`config.mk`:
```
export PLATFORM = sky130hd
export DESIGN_NAME = two_way_priority_dispatch_arbiter_unit
export DESIGN_NICKNAME = d
export VERILOG_FILES = /design/src/sv/tpd_pkg.sv /design/src/sv/two_way_priority_dispatch_arbiter_unit.sv /design/src/sv/tpd_ctrl.sv /design/src/sv/tpd_datapath.sv
export SDC_FILE = /design/constraint.sdc
export NUM_CORES = 2
export LEC_CHECK = 0
export BUFFER_PORTS_ARGS = -buffer_cell sky130_fd_sc_hd__buf_2
export CORE_MARGIN = 2
export CORE_UTILIZATION = 52
export DETAILED_ROUTE_END_ITERATION = 16
export HOLD_SLACK_MARGIN = 0.12
export PLACE_DENSITY = 0.67
export SLEW_MARGIN = 25
export SYNTH_ARGS = -nofsm -noshare
export SYNTH_HDL_FRONTEND = slang
export SYNTH_SLANG_ARGS = --single-unit
```
`constraint.sdc`:
```
create_clock -name clk_i -period 13.3 [get_ports clk_i]
set_input_delay 2.66 -clock clk_i [delete_from_list [all_inputs] [get_ports clk_i]]
set_output_delay 2.66 -clock clk_i [all_outputs]
set_load 0.005 [all_outputs]
```
`src/sv/tpd_pkg.sv`:
```
// Package for the two-way priority dispatch arbiter.
// Holds shared constants, the controller state type and the command/status structs.
`default_nettype none
package tpd_pkg;

  localparam int unsigned FifoDepthDef = 16;
  localparam int unsigned IdBitsDef    = 8;
  localparam int unsigned KeyBitsDef   = 16;
  localparam int unsigned OutIdBits    = 8;

  localparam logic OpEnqueue = 1'b0;
  localparam logic OpGrant   = 1'b1;

  typedef enum logic [2:0] {
    StIdle,
    StSelect,
    StScan,
    StShift,
    StDone
  } state_e;

  // Controller to datapath.
  typedef struct packed {
    logic load;      // capture the input transaction
    logic enq_write; // store the entry or flag full
    logic sel_queue; // latch the first nonempty queue in grant order
    logic scan_step; // compare one entry and advance
    logic shift_step;// move one entry down and advance
    logic finish;    // update count and last direction
  } tpd_cmd_t;

  // Datapath to controller.
  typedef struct packed {
    logic is_grant;
    logic none_ready;
    logic scan_last;
    logic shift_last;
  } tpd_sts_t;

endpackage
`default_nettype wire

```
`src/sv/two_way_priority_dispatch_arbiter_unit.sv`:
```
// Two-way priority dispatch arbiter, top level.
// Enqueue: load, then store in the selected state, then the result strobe. Grant: a
// tie scan over the queue, then the entries behind the pick shifted down one at a time
// (one memory read per cycle); an empty grant goes straight to the result strobe.
// One transaction at a time; busy_o is high until the result strobe, and the receiver
// cannot stall. Asynchronous active-low reset empties all queues and clears the last direction.
`default_nettype none
module two_way_priority_dispatch_arbiter_unit
  import tpd_pkg::*;
#(
  parameter int unsigned FIFO_DEPTH = FifoDepthDef,
  parameter int unsigned ID_BITS    = IdBitsDef,
  parameter int unsigned KEY_BITS   = KeyBitsDef
) (
  input  wire logic                clk_i,
  input  wire logic                rst_ni,
  input  wire logic                start_i,
  output logic                     busy_o,
  output logic                     done_o,
  input  wire logic                operation_i,
  input  wire logic                going_west_i,
  input  wire logic                high_priority_i,
  input  wire logic [ID_BITS-1:0]  requester_id_i,
  input  wire logic [KEY_BITS-1:0] load_key_i,
  output logic                     enqueue_done_o,
  output logic                     queue_full_o,
  output logic                     grant_valid_o,
  output logic [OutIdBits-1:0]     granted_id_o,
  output logic                     granted_west_o,
  output logic                     granted_high_o
);

  tpd_cmd_t cmd;
  tpd_sts_t sts;

  tpd_ctrl u_ctrl (
    .clk_i  (clk_i),
    .rst_ni (rst_ni),
    .start_i(start_i),
    .sts_i  (sts),
    .cmd_o  (cmd),
    .busy_o (busy_o),
    .done_o (done_o)
  );

  tpd_datapath #(
    .FIFO_DEPTH(FIFO_DEPTH),
    .ID_BITS   (ID_BITS),
    .KEY_BITS  (KEY_BITS)
  ) u_dp (
    .clk_i          (clk_i),
    .rst_ni         (rst_ni),
    .cmd_i          (cmd),
    .operation_i    (operation_i),
    .going_west_i   (going_west_i),
    .high_priority_i(high_priority_i),
    .requester_id_i (requester_id_i),
    .load_key_i     (load_key_i),
    .sts_o          (sts),
    .enqueue_done_o (enqueue_done_o),
    .queue_full_o   (queue_full_o),
    .grant_valid_o  (grant_valid_o),
    .granted_id_o   (granted_id_o),
    .granted_west_o (granted_west_o),
    .granted_high_o (granted_high_o)
  );

endmodule
`default_nettype wire

```
`src/sv/tpd_ctrl.sv`:
```
// Controller state machine for the dispatch arbiter.
// Depends on tpd_pkg; drives commands into tpd_datapath.
`default_nettype none
module tpd_ctrl
  import tpd_pkg::*;
(
  input  wire logic     clk_i,
  input  wire logic     rst_ni,
  input  wire logic     start_i,
  input  wire tpd_sts_t sts_i,
  output tpd_cmd_t      cmd_o,
  output logic          busy_o,
  output logic          done_o
);

  state_e state_q, state_d;

  always_ff @(posedge clk_i or negedge rst_ni) begin
    if (!rst_ni) begin
      state_q <= StIdle;
    end else begin
      state_q <= state_d;
    end
  end

  always_comb begin
    state_d = state_q;
    unique case (state_q)
      StIdle:   if (start_i) state_d = StSelect;
      StSelect: begin
        if (!sts_i.is_grant || sts_i.none_ready) state_d = StDone;
        else state_d = StScan;
      end
      StScan:   if (sts_i.scan_last) state_d = StShift;
      StShift:  if (sts_i.shift_last) state_d = StDone;
      StDone:   state_d = StIdle;
      default:  state_d = StIdle;
    endcase
  end

  always_comb begin
    cmd_o  = '0;
    busy_o = 1'b1;
    done_o = 1'b0;
    unique case (state_q)
      StIdle: begin
        busy_o     = 1'b0;
        cmd_o.load = start_i;
      end
      StSelect: begin
        cmd_o.enq_write = !sts_i.is_grant;
        cmd_o.sel_queue = sts_i.is_grant;
      end
      StScan:  cmd_o.scan_step = 1'b1;
      StShift: begin
        cmd_o.shift_step = 1'b1;
        cmd_o.finish     = sts_i.shift_last;
      end
      StDone:  done_o = 1'b1;
      default: busy_o = 1'b1;
    endcase
  end

`ifndef ASSERT_OFF
  a_done_from_work: assert property (@(posedge clk_i) disable iff (!rst_ni)
    done_o |-> $past(state_q) != StIdle && $past(state_q) != StDone)
    else $error("done without work");
  a_busy_after_start: assert property (@(posedge clk_i) disable iff (!rst_ni)
    (start_i && !busy_o) |=> busy_o)
    else $error("start not taken");
  a_done_then_idle: assert property (@(posedge clk_i) disable iff (!rst_ni)
    done_o |=> !busy_o)
    else $error("done not followed by idle");
`endif

endmodule
`default_nettype wire

```
`src/sv/tpd_datapath.sv`:
```
// Datapath for the dispatch arbiter: four FIFOs in one memory, counts, tie search.
// Depends on tpd_pkg; commanded by tpd_ctrl.
`default_nettype none
module tpd_datapath
  import tpd_pkg::*;
#(
  parameter int unsigned FIFO_DEPTH = FifoDepthDef,
  parameter int unsigned ID_BITS    = IdBitsDef,
  parameter int unsigned KEY_BITS   = KeyBitsDef
) (
  input  wire logic                 clk_i,
  input  wire logic                 rst_ni,
  input  wire tpd_cmd_t             cmd_i,
  input  wire logic                 operation_i,
  input  wire logic                 going_west_i,
  input  wire logic                 high_priority_i,
  input  wire logic [ID_BITS-1:0]   requester_id_i,
  input  wire logic [KEY_BITS-1:0]  load_key_i,
  output tpd_sts_t                  sts_o,
  output logic                      enqueue_done_o,
  output logic                      queue_full_o,
  output logic                      grant_valid_o,
  output logic [OutIdBits-1:0]      granted_id_o,
  output logic                      granted_west_o,
  output logic                      granted_high_o
);

  localparam int unsigned PtrBits = $clog2(FIFO_DEPTH);
  localparam int unsigned CntBits = $clog2(FIFO_DEPTH + 1);
  localparam int unsigned EntBits = ID_BITS + KEY_BITS;
  localparam int unsigned MemDepth = 4 * (1 << PtrBits);

  // Entry layout: {id, key}.
  logic [EntBits-1:0] mem_q [MemDepth];
  logic [CntBits-1:0] cnt_q [4];
  logic               last_west_q;

  logic               op_q, west_q, high_q;
  logic [ID_BITS-1:0] id_q;
  logic [KEY_BITS-1:0] key_q;
  logic [1:0]         qsel_q;
  logic [CntBits-1:0] idx_q;
  logic [PtrBits-1:0] pick_q;
  logic [ID_BITS-1:0] best_id_q;
  logic [KEY_BITS-1:0] head_key_q;
  logic [CntBits-1:0] n_q;
  logic               first_q;
  logic               ok_q, full_q, gv_q;
  logic [ID_BITS-1:0] gid_q;
  logic               gw_q, gh_q;

  // Entry read at the current index of the selected queue (registered read).
  logic [EntBits-1:0] rd_q;

  logic [1:0] qin;
  assign qin = {west_q, high_q};

  // Grant order selection.
  logic [1:0] ord [4];
  logic [1:0] first_q_sel;
  logic       found;
  always_comb begin
    if (last_west_q) begin
      ord[0] = 2'd1; ord[1] = 2'd3; ord[2] = 2'd0; ord[3] = 2'd2;
    end else begin
      ord[0] = 2'd3; ord[1] = 2'd1; ord[2] = 2'd2; ord[3] = 2'd0;
    end
    found       = 1'b0;
    first_q_sel = ord[0];
    for (int k = 3; k >= 0; k--) begin
      if (cnt_q[ord[k]] != '0) begin
        found       = 1'b1;
        first_q_sel = ord[k];
      end
    end
  end

  logic [CntBits-1:0] idx_ext;
  assign idx_ext = idx_q;

  assign sts_o.is_grant   = op_q == OpGrant;
  assign sts_o.none_ready = !found;
  // The scan reads entry idx in the cycle before it is compared: rd_q holds idx-1.
  // The head alone is the last compare for a single-entry queue.
  assign sts_o.scan_last  = first_q ? (n_q == CntBits'(1)) : (idx_ext >= n_q);
  assign sts_o.shift_last = (CntBits'(pick_q) + 1'b1) >= n_q;

  logic [PtrBits-1:0] rd_addr;
  always_comb begin
    if (cmd_i.sel_queue) begin
      rd_addr = '0;
    end else if (cmd_i.shift_step) begin
      rd_addr = pick_q + 1'b1;
    end else begin
      rd_addr = idx_q[PtrBits-1:0];
    end
  end

  logic [$clog2(MemDepth)-1:0] wr_addr;
  logic [EntBits-1:0]          wr_data;
  logic                        wr_en;
  always_comb begin
    wr_en   = 1'b0;
    wr_addr = {qin, cnt_q[qin][PtrBits-1:0]};
    wr_data = {id_q, key_q};
    if (cmd_i.enq_write && cnt_q[qin] < CntBits'(FIFO_DEPTH)) begin
      wr_en = 1'b1;
    end else if (cmd_i.shift_step && !sts_o.shift_last && !first_q) begin
      wr_en   = 1'b1;
      wr_addr = {qsel_q, pick_q};
      wr_data = rd_q;
    end
  end

  always_ff @(posedge clk_i) begin
    if (wr_en) begin
      mem_q[wr_addr] <= wr_data;
    end
    rd_q <= mem_q[{(cmd_i.sel_queue ? first_q_sel : qsel_q), rd_addr}];
  end

  logic [ID_BITS-1:0]  rd_id;
  logic [KEY_BITS-1:0] rd_key;
  assign rd_id  = rd_q[EntBits-1:KEY_BITS];
  assign rd_key = rd_q[KEY_BITS-1:0];

  always_ff @(posedge clk_i) begin
    if (cmd_i.load) begin
      op_q   <= operation_i;
      west_q <= going_west_i;
      high_q <= high_priority_i;
      id_q   <= requester_id_i;
      key_q  <= load_key_i;
    end
  end

  always_ff @(posedge clk_i or negedge rst_ni) begin
    if (!rst_ni) begin
      for (int q = 0; q < 4; q++) cnt_q[q] <= '0;
      last_west_q <= 1'b0;
      ok_q <= 1'b0; full_q <= 1'b0; gv_q <= 1'b0;
      gid_q <= '0; gw_q <= 1'b0; gh_q <= 1'b0;
      qsel_q <= '0; idx_q <= '0; pick_q <= '0; n_q <= '0; first_q <= 1'b0;
      best_id_q <= '0; head_key_q <= '0;
    end else begin
      if (cmd_i.load) begin
        ok_q <= 1'b0; full_q <= 1'b0; gv_q <= 1'b0;
        gid_q <= '0; gw_q <= 1'b0; gh_q <= 1'b0;
      end
      if (cmd_i.enq_write) begin
        if (cnt_q[qin] < CntBits'(FIFO_DEPTH)) begin
          cnt_q[qin] <= cnt_q[qin] + 1'b1;
          ok_q       <= 1'b1;
        end else begin
          full_q <= 1'b1;
        end
      end
      if (cmd_i.sel_queue) begin
        // Entry 0 is being read now; the scan starts at index 1.
        qsel_q  <= first_q_sel;
        n_q     <= cnt_q[first_q_sel];
        idx_q   <= CntBits'(1);
        pick_q  <= '0;
        first_q <= 1'b1;
      end
      if (cmd_i.scan_step) begin
        // On the last compare, arm the first shift cycle, which only issues a read.
        first_q <= sts_o.scan_last;
        if (first_q) begin
          head_key_q <= rd_key;
          best_id_q  <= rd_id;
        end else if (rd_key == head_key_q && rd_id < best_id_q) begin
          best_id_q <= rd_id;
          pick_q    <= PtrBits'(idx_q - 1'b1);
        end
        if (!sts_o.scan_last) begin
          idx_q <= idx_q + 1'b1;
        end
      end
      if (cmd_i.shift_step) begin
        if (first_q) begin
          first_q <= 1'b0;
        end else if (!sts_o.shift_last) begin
          pick_q <= pick_q + 1'b1;
          first_q <= 1'b1;
        end
      end
      if (cmd_i.finish) begin
        cnt_q[qsel_q] <= n_q - 1'b1;
        last_west_q   <= qsel_q[1];
        gv_q          <= 1'b1;
        gid_q         <= best_id_q;
        gw_q          <= qsel_q[1];
        gh_q          <= qsel_q[0];
      end
    end
  end

  assign enqueue_done_o = ok_q;
  assign queue_full_o   = full_q;
  assign grant_valid_o  = gv_q;
  assign granted_west_o = gw_q;
  assign granted_high_o = gh_q;
  always_comb begin
    granted_id_o = '0;
    for (int b = 0; b < OutIdBits; b++) begin
      if (b < ID_BITS) granted_id_o[b] = gid_q[b];
    end
  end

`ifndef ASSERT_OFF
  a_one_kind: assert property (@(posedge clk_i) disable iff (!rst_ni)
    !((ok_q || full_q) && gv_q))
    else $error("enqueue and grant flags together");
  a_count_bound: assert property (@(posedge clk_i) disable iff (!rst_ni)
    cnt_q[0] <= CntBits'(FIFO_DEPTH) && cnt_q[1] <= CntBits'(FIFO_DEPTH) &&
    cnt_q[2] <= CntBits'(FIFO_DEPTH) && cnt_q[3] <= CntBits'(FIFO_DEPTH))
    else $error("fifo count overflow");
  a_finish_nonempty: assert property (@(posedge clk_i) disable iff (!rst_ni)
    cmd_i.finish |-> n_q != '0)
    else $error("grant from empty queue");
`endif

endmodule
`default_nettype wire

```
==> reports/results.tsv <==
metric	value	unit
cts_resized	0	
maxCapViolations	0	
vias	43400	
postSynth.asyncResetShare	4.68	%
clock_skew	0.0243	ns
rows	132	
min_from	u_dp.grant_valid_o	
cp-end-kind	flop	
final_cell_mix	1563 x edfxtp_1, 394 x nand2_1, 220 x o21ai_0	
fin_crit	5.85	ns
place.gp.congestion	0.938	
synth_mux_area_share	3.87	%
cts_buffers	170	
drive_gt1_share	14.7	%
synth.area.top_cells	edfxtp_1 69%, mux2i_1 3.1%, dfrtp_1 2.9%, nand2_1 2.3%, a221oi_1 1.8%	
r2r_start	u_ctrl.state_q[0]	
grt_pass1_vias	41100	
n_fill_cell	9888	
grt_remaining_overflow	0	
ant_nets	0	
coreArea	130000	um2
fmax	0.171	GHz
final_common_cell	edfxtp_1	
yosys.area_share.simple	6.80	%
tritoncts	done	
io_buffers	44	
synth_top_cell_area_share	68.9	%
path_clk_slew	0.06	ns
wl_per_cell	30.4	um
ys_seq_area_share	72.4	%
grt_max_degree	189	
period_share	44.0	%
tns	0	ns
synth_xor_xnor_area_share	0.347	%
synth_cell_types	85	
fp.dieH	366	um
initialDrtViolationCount	6258	
synth_fa_ha_area_share	0.437	%
syn_avg_cell_area	14.8	um2
slew_viol_final	0	
routed_wl	197000	um
status	complete, no violations	
power.density	232	nW/um2
rsz0062_at_grt	no	
area_growth	11.8	%
htree_num_levels	4	
dp_slack	7.79	ns
fin_nets	4639	
dieArea	134000	um2
dp_hpwl	109000	um
yosysWarningCount	0	
die_w	366	um
crit_path_start	u_ctrl.state_q[0]	
synth_top_family_by_area	compound AO/OA/AOI/OAI gates	
synth_compound_area_share	13.5	%
routed_via_density	6.71	
track_usage	28.9	%
start_util	52.5	%
relSlewSlack	19.0	%
setup_violations	0	
ys_ff_latch	1665	
critPathArrivalTime	6.50	ns
ir_drop	0.224	mV
drcViolationCount	0	
hp-class	reg2reg	
antenna_found_initial	8	
clock-root-buffer	clkbuf_16	
layout_setup_ws	7.45	ns
num_io_pins	45	
syn-num-nets	4653	
dr.pass1.iters	7	
startpoint_type	flop	
clk_path_buf_depth	3	
tightest_slew	1.20	ns
synth_largest_area_cell	edfxtp_1	
numClockSinks	1665	
p_leak	0.0245	uW
syn_inst	4600	
cts_setup_buffers	0	
synth_top_flop_cell	edfxtp_1	
worstPathRequired	13.95	ns
grt_first_pass_wirelength	286000	um
clk_latency	0.82	ns
netlist_area	68200	um2
crit_type	reg2reg	
holdBufCountCts	0	
hold_viol_final	0	
synth_edf_count	1563	
path_max_fanout	161	
-- synthesized netlist by cell type, drive strengths merged (13+ instances only) --
cell and n:
inv 26, xor2 19, buf 134, a2111oi 23, o32ai 69, and3 129
dfxtp 24, a32oi 121, edfxtp 1563, nor4 29, mux2 39, o21ai 228
nand2 422, nand3 186, a21o 13, o31ai 27, a21boi 26, a21oi 166
dfrtp 78, clkbuf 257, o211ai 57, nor2 146, o2111ai 26, a211oi 156
a32o 95, a221oi 140, a311oi 24, mux2i 208, nand4 26, ha 23
a31o 24
-- flip-flops by register name (all words and copies together) (netlist names), 2 cells and up --
name               cells
u_dp.pick_q            4
u_dp.rd_q             24
u_dp.best_id_q         8
u_dp.granted_id_o      8
u_dp.n_q               5
u_ctrl.state_q         3
u_dp.id_q              8
u_dp.idx_ext           5
u_dp.head_key_q       16
u_dp.cnt_q            20
u_dp.mem_q          1536
u_dp.key_q            16
u_dp.qsel_q            2
-- through the flow --
step	instances	utilization, %	power, uW	cell area (um2)	hold WS, ns
after floorplan	4600	-	10800	68200	0.458
after global placement	6149	54.4	13000	70600	0.458
after detailed placement	6153	54.5	13100	70800	0.474
after CTS	6464	58.6	17600	76100	0.488
after global routing	6467	58.7	18300	76200	0.507
final	6471	58.7	17700	76200	0.481
-- area by class of cell --
type | instances | area [um2] | area share, %
repair buffers | 205 | 1550 | 2.03
well taps | 1742 | 2180 | 2.86
clock buffers | 219 | 4590 | 6.03
inverters | 26 | 97.6 | 0.128
flip-flops and latches | 1665 | 49400 | 64.8
diodes | 4 | 10.0 | 0.0131
multi-input cells | 2518 | 17700 | 23.2
clock inverters | 92 | 707 | 0.928
-- report_power, final --
| group | internal, uW | switching (uW) | total, uW |
|---|---|---|---|
| logic | 1920 | 4510 | 6430 |
| registers | 6420 | 293 | 6710 |
| clock network | 2540 | 2010 | 4550 |
-- per-layer routing --
metal	up-vias	GRT usage [%]	wire [um]
li1	18400	-	-
met1	22000	41.1	78000
met2	2587	43.0	88400
met3	402	7.33	22800
met4	10	11.1	7690
met5	-	0	57
-- logic make-up after synthesis --
kind of cell | after synthesis
buf+inv | 417
flops | 1665
mux | 252
compound gates | 1224
fa+ha+maj | 24
simple gates | 991
xor+xnor | 27
-- worst paths after layout --
path | slack [ns] | cells past startpoint | end
max reg2reg | 7.45 | 9 | u_dp.rd_q[21]
min in group asynchronous | 1.89 | 1 | u_dp.cnt_q[7]
max in group asynchronous | 10.85 | 1 | u_dp.head_key_q[4]
min reg2reg | 0.48 | 2 | u_dp.grant_valid_o
max | 7.45 | 9 | u_dp.rd_q[21]
min | 0.48 | 2 | u_dp.grant_valid_o
-- critical path: stages, from the launching register on --
cell and delay, ns:
dfrtp_1 0.68, and3b_1 0.68, nand2_4 0.48, nand2_4 0.62, buf_12 0.64, buf_4 0.85
mux2i_1 0.26, a221oi_1 0.11, o31ai_1 1.04, nor4_1 0.10
Note: power is estimated with default switching activity, not from simulation.
